==> config.mk <==
export PLATFORM = sky130hd
export DESIGN_NAME = skat_ctrl
export DESIGN_NICKNAME = d
export VERILOG_FILES = /design/src/design/sorted_key_amount_table_assert.svh /design/src/design/skat_pkg.sv /design/src/design/skat_ctrl.sv
export SDC_FILE = /design/constraint.sdc
export NUM_CORES = 1
export LEC_CHECK = 0
export BUFFER_PORTS_ARGS = -buffer_cell sky130_fd_sc_hd__buf_2
export CORE_MARGIN = 5
export CORE_UTILIZATION = 37
export CTS_CLUSTER_DIAMETER = 150
export CTS_CLUSTER_SIZE = 12
export DETAILED_ROUTE_END_ITERATION = 10
export PLACE_DENSITY = 0.77
export RECOVER_POWER = 100
export SLEW_MARGIN = 20
export SYNTH_ARGS = -nofsm -noshare
export SYNTH_HDL_FRONTEND = slang
export SYNTH_SLANG_ARGS = --single-unit
==> constraint.sdc <==
create_clock -name clk_i -period 1.4 [get_ports clk_i]
set_input_delay 0.28 -clock clk_i [delete_from_list [all_inputs] [get_ports clk_i]]
set_output_delay 0.28 -clock clk_i [all_outputs]
set_load 0.05 [all_outputs]
==> src/design/sorted_key_amount_table_assert.svh <==
// Assertion macros used by the sorted key/amount table top module.
`ifndef SORTED_KEY_AMOUNT_TABLE_ASSERT_SVH
`define SORTED_KEY_AMOUNT_TABLE_ASSERT_SVH

// Same-cycle implication, clocked on clk_i, off during reset.
`define SKAT_ASSERT_IMP(lbl, ante, cons, msg) \
  lbl: assert property (@(posedge clk_i) disable iff (!rst_ni) (ante) |-> (cons)) \
    else $error(msg);

// Next-cycle implication, clocked on clk_i, off during reset.
`define SKAT_ASSERT_NXT(lbl, ante, cons, msg) \
  lbl: assert property (@(posedge clk_i) disable iff (!rst_ni) (ante) |=> (cons)) \
    else $error(msg);

`endif

==> src/design/skat_pkg.sv <==
// Types and constants shared by the sorted key/amount table modules.
`timescale 1ns / 1ps
`default_nettype none
package skat_pkg;

  localparam int unsigned KEY_W   = 31;
  localparam int unsigned AMT_W   = 31;
  localparam int unsigned HELD_W  = 7;
  localparam int unsigned ENTRY_W = KEY_W + AMT_W;

  typedef enum logic [1:0] {
    ACT_INSERT = 2'd0,
    ACT_REMOVE = 2'd1,
    ACT_LOOKUP = 2'd2,
    ACT_ADD    = 2'd3
  } action_e;

  typedef enum logic [1:0] {
    ST_DONE   = 2'd0,
    ST_REJECT = 2'd1,
    ST_FULL   = 2'd2
  } status_e;

  typedef enum logic [2:0] {
    PTR_HOLD,
    PTR_ZERO,
    PTR_TOP,
    PTR_INC,
    PTR_DEC
  } ptr_op_e;

  typedef enum logic [1:0] {
    WD_RDATA,
    WD_NEW,
    WD_SUM
  } wr_sel_e;

  typedef enum logic [1:0] {
    WA_PTR,
    WA_PTR_INC,
    WA_PTR_DEC,
    WA_ZERO
  } wa_sel_e;

  typedef enum logic [1:0] {
    RES_NONE,
    RES_RDATA,
    RES_HELD
  } res_sel_e;

  typedef struct packed {
    logic     latch;
    ptr_op_e  ptr_op;
    logic     wr_en;
    wr_sel_e  wr_sel;
    wa_sel_e  wa_sel;
    logic     cap_found;
    logic     cnt_inc;
    logic     cnt_dec;
    logic     finish;
    status_e  res_status;
    res_sel_e res_sel;
  } cmd_t;

  typedef struct packed {
    action_e action;
    logic    key_zero;
    logic    full;
    logic    empty;
    logic    key_eq;
    logic    key_gt;
    logic    ptr_zero;
    logic    ptr_last;
  } stat_t;

endpackage
`default_nettype wire

==> src/design/skat_ctrl.sv <==
// Controller state machine: sequences search, shift and result for each item.
`timescale 1ns / 1ps
`default_nettype none
module skat_ctrl
  import skat_pkg::*;
(
  input  wire logic  clk_i,
  input  wire logic  rst_ni,
  input  wire logic  start,
  output logic       busy,
  input  wire stat_t stat_i,
  output cmd_t       cmd_o
);

  typedef enum logic [2:0] {
    S_IDLE,
    S_CHECK,
    S_INS,
    S_INS_LAST,
    S_SCAN,
    S_SHIFT
  } state_e;

  state_e state_q, state_d;

  always_comb begin
    state_d          = state_q;
    cmd_o            = '0;
    cmd_o.ptr_op     = PTR_HOLD;
    cmd_o.wr_sel     = WD_RDATA;
    cmd_o.wa_sel     = WA_PTR;
    cmd_o.res_status = ST_DONE;
    cmd_o.res_sel    = RES_NONE;
    case (state_q)
      S_IDLE: begin
        if (start) begin
          cmd_o.latch = 1'b1;
          state_d     = S_CHECK;
        end
      end
      S_CHECK: begin
        if (stat_i.key_zero) begin
          cmd_o.finish     = 1'b1;
          cmd_o.res_status = ST_REJECT;
          state_d          = S_IDLE;
        end else if (stat_i.action == ACT_INSERT) begin
          if (stat_i.full) begin
            cmd_o.finish     = 1'b1;
            cmd_o.res_status = ST_FULL;
            state_d          = S_IDLE;
          end else if (stat_i.empty) begin
            cmd_o.wr_en   = 1'b1;
            cmd_o.wr_sel  = WD_NEW;
            cmd_o.wa_sel  = WA_ZERO;
            cmd_o.cnt_inc = 1'b1;
            cmd_o.finish  = 1'b1;
            state_d       = S_IDLE;
          end else begin
            // walk down from the last entry, shifting larger keys up
            cmd_o.ptr_op = PTR_TOP;
            state_d      = S_INS;
          end
        end else if (stat_i.empty) begin
          cmd_o.finish     = 1'b1;
          cmd_o.res_status = ST_REJECT;
          state_d          = S_IDLE;
        end else begin
          cmd_o.ptr_op = PTR_ZERO;
          state_d      = S_SCAN;
        end
      end
      S_INS: begin
        cmd_o.wr_en  = 1'b1;
        cmd_o.wa_sel = WA_PTR_INC;
        if (stat_i.key_gt) begin
          cmd_o.wr_sel = WD_RDATA;
          if (stat_i.ptr_zero) begin
            state_d = S_INS_LAST;
          end else begin
            cmd_o.ptr_op = PTR_DEC;
          end
        end else begin
          cmd_o.wr_sel  = WD_NEW;
          cmd_o.cnt_inc = 1'b1;
          cmd_o.finish  = 1'b1;
          state_d       = S_IDLE;
        end
      end
      S_INS_LAST: begin
        cmd_o.wr_en   = 1'b1;
        cmd_o.wr_sel  = WD_NEW;
        cmd_o.wa_sel  = WA_ZERO;
        cmd_o.cnt_inc = 1'b1;
        cmd_o.finish  = 1'b1;
        state_d       = S_IDLE;
      end
      S_SCAN: begin
        if (stat_i.key_eq) begin
          case (stat_i.action)
            ACT_LOOKUP: begin
              cmd_o.finish  = 1'b1;
              cmd_o.res_sel = RES_RDATA;
              state_d       = S_IDLE;
            end
            ACT_ADD: begin
              cmd_o.wr_en  = 1'b1;
              cmd_o.wr_sel = WD_SUM;
              cmd_o.wa_sel = WA_PTR;
              cmd_o.finish = 1'b1;
              state_d      = S_IDLE;
            end
            ACT_REMOVE: begin
              if (stat_i.ptr_last) begin
                cmd_o.cnt_dec = 1'b1;
                cmd_o.finish  = 1'b1;
                cmd_o.res_sel = RES_RDATA;
                state_d       = S_IDLE;
              end else begin
                cmd_o.cap_found = 1'b1;
                cmd_o.ptr_op    = PTR_INC;
                state_d         = S_SHIFT;
              end
            end
            default: begin
              // insert never reaches the scan
              state_d = S_IDLE;
            end
          endcase
        end else if (stat_i.key_gt || stat_i.ptr_last) begin
          // sorted order: nothing further can match
          cmd_o.finish     = 1'b1;
          cmd_o.res_status = ST_REJECT;
          state_d          = S_IDLE;
        end else begin
          cmd_o.ptr_op = PTR_INC;
        end
      end
      S_SHIFT: begin
        cmd_o.wr_en  = 1'b1;
        cmd_o.wr_sel = WD_RDATA;
        cmd_o.wa_sel = WA_PTR_DEC;
        if (stat_i.ptr_last) begin
          cmd_o.cnt_dec = 1'b1;
          cmd_o.finish  = 1'b1;
          cmd_o.res_sel = RES_HELD;
          state_d       = S_IDLE;
        end else begin
          cmd_o.ptr_op = PTR_INC;
        end
      end
      default: begin
        state_d = S_IDLE;
      end
    endcase
  end

  always_ff @(posedge clk_i or negedge rst_ni) begin
    if (!rst_ni) begin
      state_q <= S_IDLE;
    end else begin
      state_q <= state_d;
    end
  end

  assign busy = (state_q != S_IDLE);

endmodule
`default_nettype wire

==> results.md, run 1 <==
* Synth Register Bits at 3
* Post-DP HPWL at 1776 µm
* Chip height at 46.92 µm
* Outcome: did not finish
* PortBufs at 29
* EDFF count, synth at 0
* Distinct cells, synth at 32
* Placed insts at 141
* Row cnt at 13
* Post-synth top area cell: dfrtp_1
* TritonCTS Buffers at 3
* Hold-fix buffers, CTS at 1
* Syn Area/Cell at 7.003 µm²
* First Err: [ERROR DPL-0038] Utilization greater than 100%, impossible to legalize
* Post-synth top flop: dfrtp_1
* Die width at 46.92 µm
* Yosys warns at 0
* Cell Area, Synth at 504.2 µm²
* Ys async rst share at 100.0%
* Post-CTS Setup Bufs at 6
* Io pins at 30
* Sequential area share after synthesis at 14.89%
* Synth area leaders: dfrtp_1 (15%), ha_1 (9.9%), nand2_1 (8.9%)
* Synth top area share at 14.89%
* Syn nets at 88
* CTS HTree Levels at 1
* Routability Congestion at 0.8570
* Root Driver: clkbuf_4
* Post-synthesis cell count at 72
* Post-CTS sizing at 77
* Starting Density at 38.75%
* Clock buffer depth at 2
* Last step reached: clock tree synthesis (4_1_cts)
* Clk sinks at 3
per-stage QoR:
stage                     setup TNS [ps]  cell area [µm²]  setup slack (ps)
after floorplan                    -1581            644.4            -345.2
after detailed placement           -3536            994.7            -357.4
after global placement             -3084            994.7            -318.1
kinds of logic after synthesis:
kind of cell	count (synthesis)	synth area share (%)
adder cells (fa/ha/maj)	4	9.926
AO/OA/AOI/OAI	18	24.07
buffers and inverters	9	8.437
AND/OR/NAND/NOR	38	42.68
flip-flops	3	14.89
synthesized netlist by cell type, types with 2 or more instances:
| cell | number |
|---|---|
| nand2_1 | 12 |
| and3_1 | 5 |
| inv_1 | 5 |
| nor2_1 | 5 |
| o21ai_0 | 5 |
| ha_1 | 4 |
| dfrtp_1 | 3 |
| nor3_1 | 3 |
| a21oi_1 | 2 |
| inv_2 | 2 |
| nor2b_1 | 2 |
| nor2b_2 | 2 |
| o22ai_1 | 2 |
| o41ai_1 | 2 |
==> run 2, diff against run 1 <==
CORE_AREA = 5 5 66 68   (was not set)
CORE_MARGIN = not set   (was 5)
CORE_UTILIZATION = not set   (was 37)
CTS_CLUSTER_DIAMETER = not set   (was 150)
CTS_CLUSTER_SIZE = not set   (was 12)
DIE_AREA = 0 0 71 73   (was not set)
PLACE_DENSITY = not set   (was 0.77)
PLACE_DENSITY_LB_ADDON = 0.15   (was not set)
clock period = 1.82 ns   (was 1.4 ns; I/O delays follow)
==> run 2 against run 1 <==
The flow now finishes, with violations (negative setup slack). Area after synthesis stayed put. Synthesized cell count is the same.
==> results.md, run 2 <==
* First DRT Iteration DRCs at 10
* Worst-path clk slew at 30 ps
* Clock share of power at 17.4%
* Post-synthesis cell count at 72 (unchanged)
* Commonest cells after routing, fill and taps aside: buf_4 (21), buf_2 (13), buf_6 (13)
* Sequential area share after synthesis at 14.89% (unchanged)
* Largest registers: state_q: 3 flops
* Outcome: complete, but fails checks (was did not finish)
* Final min period at 1936 ps
* CP Capture Type: primary output
* Area Overhead vs Synth at 120.6%
* Ys async rst share at 100.0% (unchanged)
* Syn nets at 88 (unchanged)
* Antenna viol nets, final at 0
* Post-synth top area cell: dfrtp_1 (unchanged)
* Grt total ovfl at 0
* Setup Viol. Count Final at 7
* Hold Path Class: input pin to register
* Vias in the first global route at 810
* Reg area at 76.32 µm²
* Crit path launch type: register
* Critical path type: register to primary output
* Comb pwr share at 74.3%
* DIE AREA at 0.005183 mm²
* CP Max Fanout at 2
* Worst reg2reg setup slack at 490 ps
* Reg power frac at 8.2%
* Clock buffer depth at 2 (unchanged)
* Max-Cap Viols at 0
* Cell area after layout at 0.001112 mm²
* Critical path required time at 1460 ps
* Clock Latency Late Sink at 220 ps
* PortBufs at 29 (unchanged)
* DP Area at 879.6 µm² (was 994.7 µm²)
* Slew Limit Fails at 0
* DR vias/cell at 4.131
* Hold slack at 444.5 ps
* Most instantiated cells after synthesis: nand2_1 (12), and3_1 (5), inv_1 (5), nor2_1 (5), o21ai_0 (5) (unchanged)
* Pint at 593.7 µW
* Max rail drop VDD at 0.0002355 V
* Most common cell after layout, fill and taps aside: buf_4
* Multi-input logic area at 486.7 µm²
* Via count at 723
* Synth area leaders: dfrtp_1 (15%), ha_1 (9.9%), nand2_1 (8.9%) (unchanged)
* Relative slew slack at 73.38%
* Final hold violation count at 0
* Diode count at 0
* Final net count at 142
* RSZ-0062 raised after global routing: true
* Fillers at 440
* Starting Density at 13.27% (was 38.75%)
* Final wirelength at 2255 µm
* Io pins at 30 (unchanged)
* Gr usage total at 9.104%
* Global-route wire length before repair at 3767 µm
* Wirelength per Cell at 12.89 µm
* Final cycle utilization of the critical path at 106.4%
* TritonCTS Buffers at 3 (unchanged)
* FMAX at 516.6 MHz
* Min setup slack post-route at -115.7 ps
* Initial antenna violation count at 0
* Root Driver: clkbuf_8 (was clkbuf_4)
* Row cnt at 23 (was 13)
* Sw power at 550.7 µW
* Synth Register Bits at 3 (unchanged)
* Layout cells sized above 1 at 63.20%
* Post-DP HPWL at 1841 µm (was 1776 µm)
* Reg with most FFs: state_q
* Slew @ Worst Pin at 394.2 ps
* Drt first pass iters at 4
* Top-count cell post-synth: nand2_1 (unchanged)
* Clk sinks at 3 (unchanged)
* Failing checks: negative setup slack
* Max reg flops at 3
* Chip height at 73 µm (was 46.92 µm)
* Core Util, Final at 29.28%
* Post-synth top flop: dfrtp_1 (unchanged)
* Routability Congestion at 0.7576 (was 0.8570)
* Power Density at 1029 mW/mm²
* DRC Markers at 0
* Skew final at 6.266 ps
* Leak Pwr at 0.0005552 µW
* Cell Area, Synth at 504.2 µm² (unchanged)
* CP arrival at 1570 ps
* EDFF count, synth at 0 (unchanged)
* Maximum number of pins on one net before global-route repair at 11
* Die width at 71 µm (was 46.92 µm)
* CTS HTree Levels at 1 (unchanged)
* Syn Area/Cell at 7.003 µm² (unchanged)
* Yosys warns at 0 (unchanged)
* Sw frac at 48.12%
* Core area at 0.003799 mm²
* Synth top area share at 14.89% (unchanged)
* CTS tree: done
* Distinct cells, synth at 32 (unchanged)
-- run 2: cell counts after synthesis --
No cell type changed its count.
-- run 2: final cells by class --
| type | count | share of cell area [%] |
|---|---|---|
| clock buffers | 4 | 4.049 |
| flip-flops and latches | 3 | 6.862 |
| multi-input cells | 60 | 43.76 |
| repair buffers | 51 | 37.12 |
| well taps | 50 | 5.624 |
| inverters | 7 | 2.587 |
-- run 2: final timing paths --
kind,startpoint,endpoint,depth (start not counted)
min,stat_i[6],state_q[2]$_DFFE_PN0P_,2
min in group asynchronous,rst_ni,state_q[0]$_DFFE_PN0P_,2
max reg2reg,state_q[0]$_DFFE_PN0P_,state_q[0]$_DFFE_PN0P_,7
max in group asynchronous,rst_ni,state_q[1]$_DFFE_PN0P_,2
min reg2reg,state_q[1]$_DFFE_PN0P_,state_q[0]$_DFFE_PN0P_,3
max,state_q[2]$_DFFE_PN0P_,cmd_o[12],5
-- run 2: power groups by stage --
stage               logic [µW]  registers [µW]  clock network (µW)
floorplan                  420             101                   0
global placement           699            90.3                   0
detailed placement         699            91.6                   0
CTS                        817            94.8                 203
global route               906            96.6                 211
finish                     851            94.1                 199
-- run 2: what timing repair did --
item	CTS	global route
hold buffers	1	0
endpoints found under the hold margin	3	0
endpoints found under the setup margin	15	15
buffers inserted	1	0
gates resized for setup	41	16
pin swaps	7	5
-- run 2: worst max-delay path, cell delays in order, from the launching register on --
cell,delay (ps)
dfrtp_1,370
nor2b_4,140
and3_4,180
and2_4,140
or3b_4,370
buf_8,160
-- run 2: kinds of logic after synthesis --
logic type	share of synthesized area, %
AOI/OAI and AO/OA	24.07
and+or+nand+nor	42.68
buffers and inverters	8.437
DFF	14.89
adders and majority gates	9.926
-- run 2: per-stage QoR --
| stage | setup WS (ps) | total power [µW] | TNS [ps] | std cells |
|---|---|---|---|---|
| finish | -115.7 | 1144 | -304.2 | 175 |
| global route | -165.3 | 1213 | -1127 | 175 |
| CTS | -120.0 | 1115 | -233.7 | 175 |
| detailed placement | -179.6 | 790.3 | -822.9 | 169 |
| global placement | -164.5 | 788.8 | -702.6 | 169 |
| floorplan | -283.7 | 521.2 | -494.7 | 72 |
-- run 2: metal layers --
metal	share of wire [%]	track usage, %	vias to the layer above	routed length, µm
met1	43	10.26	335	973
met2	51	16.68	19	1160
met4	0.62	3.132	0	14
li1	-	-	365	-
met3	4.7	2.204	4	107
met5	0	0	-	0
No activity file was read; power rests on OpenSTA's default activity.
==> run 3, diff against run 2 <==
==> constraint.sdc (replaced) <==
create_clock -name clk_i -period 1.82 [get_ports clk_i]
set_input_delay 0.182 -clock clk_i [delete_from_list [all_inputs] [get_ports clk_i]]
set_output_delay 0.182 -clock clk_i [all_outputs]
set_load 0.05 [all_outputs]
==> run 3 against run 2 <==
Global-route usage down 1.3 points. Count of clock-buffer cells in the layout unchanged. Die area unchanged. Maximum frequency up 8.2%. The flow now finishes without violations. Combinational power down 27%. Cell count down 9.1%. Largest cell class unchanged. Worst hold slack worse by 220 ps. Wire length down 11%.
==> results.md, run 3 (same netlist as run 2, synthesis figures left out) <==
* Worst Path Buf+Inv at 1 (unchanged)
* Final net count at 126 (was 142)
* Final hold violation count at 0 (unchanged)
* Setup Viol. Count Final at 0 (was 7)
* Clock Latency Late Sink at 220 ps (about the same)
* Pint at 435.7 µW (was 593.7 µW)
* Gr usage total at 7.756% (was 9.104%)
* Delay-heaviest family, CP: simple AND/OR/NAND/NOR gates (unchanged)
* CP cell instances: nor2b_2 > and3_4 > and2_4 > or3b_4 > buf_6 (was nor2b_4 > and3_4 > and2_4 > or3b_4 > buf_8)
* Via count at 655 (was 723)
* Finished Layout Cells at 159 (was 175)
* Core area at 0.003799 mm² (unchanged)
* Antenna viol nets, final at 0 (unchanged)
* Clock buffer depth at 2 (unchanged)
* Largest registers: state_q: 3 flops (unchanged)
* CP arrival at 1610 ps (was 1570 ps)
* Clock share of power at 21.6% (was 17.4%)
* Final cycle utilization of the critical path at 98.32% (was 106.4%)
* Root Driver: clkbuf_8 (unchanged)
* Most common cell after layout, fill and taps aside: buf_2 (was buf_4)
* Io pins at 30 (unchanged)
* Diode count at 0 (unchanged)
* Max rail drop VDD at 0.0001926 V (was 0.0002355 V)
* Comb pwr share at 67.5% (was 74.3%)
* FMAX at 558.8 MHz (was 516.6 MHz)
* Slowest-stage cell, CP: dfrtp_1 (unchanged)
* Min setup slack post-route at 30.59 ps (was -115.7 ps)
* Core Util, Final at 22.33% (was 29.28%)
* CP Max Fanout at 3 (was 2)
* Maximum number of pins on one net before global-route repair at 11 (unchanged)
* CTS HTree Levels at 1 (unchanged)
* Die width at 71 µm (unchanged)
* TritonCTS Buffers at 3 (unchanged)
* Reg power frac at 10.9% (was 8.2%)
* Reg with most FFs: state_q (unchanged)
* CP Capture Type: primary output (unchanged)
* Row cnt at 23 (unchanged)
* Vias in the first global route at 638 (was 810)
* Post-CTS Setup Bufs at 0 (was 1)
* Drt first pass iters at 4 (unchanged)
* Final min period at 1789 ps (was 1936 ps)
* Skew final at 1.494 ps (was 6.266 ps)
* Hold slack at 224.1 ps (was 444.5 ps)
* Placed insts at 154 (was 169)
* DIE AREA at 0.005183 mm² (unchanged)
* Leak Pwr at 0.0004607 µW (was 0.0005552 µW)
* Wirelength per Cell at 12.58 µm (was 12.89 µm)
* Final wirelength at 2000 µm (was 2255 µm)
* First DRT Iteration DRCs at 17 (was 10)
* Routability Congestion at 0.7909 (was 0.7576)
* Relative slew slack at 82.57% (was 73.38%)
* Layout cells sized above 1 at 48.62% (was 63.20%)
* Clk sinks at 3 (unchanged)
* Worst path max stage delay at 360 ps (was 370 ps)
* Outcome: finished, final reports clean (was complete, but fails checks)
* Slew @ Worst Pin at 258.1 ps (was 394.2 ps)
* Starting Density at 13.27% (unchanged)
* Dpl ws at 117.9 ps (was -179.6 ps)
* Max reg flops at 3 (unchanged)
* Initial antenna violation count at 0 (unchanged)
* Sw power at 485.3 µW (was 550.7 µW)
* DRC Markers at 0 (unchanged)
* Cell area after layout at 848.3 µm² (was 0.001112 mm²)
* Max-Cap Viols at 0 (unchanged)
* Worst-path clk slew at 30 ps (about the same)
* Critical path type: register to primary output (unchanged)
* RSZ-0062 raised after global routing: true (unchanged)
* Area Overhead vs Synth at 68.24% (was 120.6%)
* Critical path required time at 1640 ps (was 1460 ps)
* Global-route wire length before repair at 3111 µm (was 3767 µm)
* Sw frac at 52.69% (was 48.12%)
* Commonest cells after routing, fill and taps aside: buf_2 (13), clkbuf_2 (11), nand2_1 (10) (was buf_4 (21), buf_2 (13), buf_6 (13))
* Slew Limit Fails at 0 (unchanged)
* Hold Path Class: input pin to register (unchanged)
* DR vias/cell at 4.119 (was 4.131)
* CTS tree: done (unchanged)
* PortBufs at 29 (unchanged)
* Chip height at 73 µm (unchanged)
* Crit path launch type: register (unchanged)
* DP Area at 763.2 µm² (was 879.6 µm²)
* Post-DP HPWL at 1753 µm (was 1841 µm)
* Grt total ovfl at 0 (unchanged)
* Power Density at 1086 mW/mm² (was 1029 mW/mm²)
run 3: final cells by class:
cell class | count | area, µm²
clock buffers | 4 | 45.04
inverters | 7 | 26.28
well taps | 50 | 62.56
multi-input cells | 60 | 429.2
fillers | 454 | 2950
flip-flops and latches | 3 | 76.32
repair buffers | 35 | 209.0
run 3: worst paths after layout:
check / startpoint / to / slack [ps] / cells after the start
worst min-delay path: stat_i[6] / state_q[2]$_DFFE_PN0P_ / 220 / 2
worst max register to register: state_q[1]$_DFFE_PN0P_ / state_q[0]$_DFFE_PN0P_ / 480 / 5
worst min register to register: state_q[1]$_DFFE_PN0P_ / state_q[1]$_DFFE_PN0P_ / 720 / 3
min in group asynchronous: rst_ni / state_q[2]$_DFFE_PN0P_ / 310 / 2
max in group asynchronous: rst_ni / state_q[1]$_DFFE_PN0P_ / 1340 / 2
worst max-delay path: state_q[2]$_DFFE_PN0P_ / cmd_o[12] / 30 / 5
run 3: metal layers:
layer / wire length [µm] / global-route usage, %
met1: 896 / 9.516
met3: 147 / 1.515
met4: 19 / 4.384
met5: 0 / 0
met2: 936 / 12.67
run 3: timing repair:
action	CTS	global route
hold buffers	1	0
setup endpoints to repair	3	4
resized for setup	4	8
hold endpoints to repair	3	0
run 3: power by group through the flow:
stage | logic, µW | clock network (µW) | registers (µW)
finish | 621 | 199 | 100
global route | 670 | 215 | 103
CTS | 605 | 208 | 97.7
detailed placement | 590 | 0 | 98.4
global placement | 589 | 0 | 98.5
floorplan | 419 | 0 | 101
run 3: worst register-to-register path: stages, from the launching register on:
cell and delay (ps):
dfrtp_2 440, buf_4 180, nor2_2 150, o21ai_0 110, and3_1 190, o22ai_1 170
run 3: metrics by stage:
step	total power, µW	setup TNS (ps)
after global placement	687.9	0
after global routing	988.9	-13.51
after floorplan	520.5	-101.7
after detailed placement	688.1	0
final	921.1	0
after CTS	910.3	0
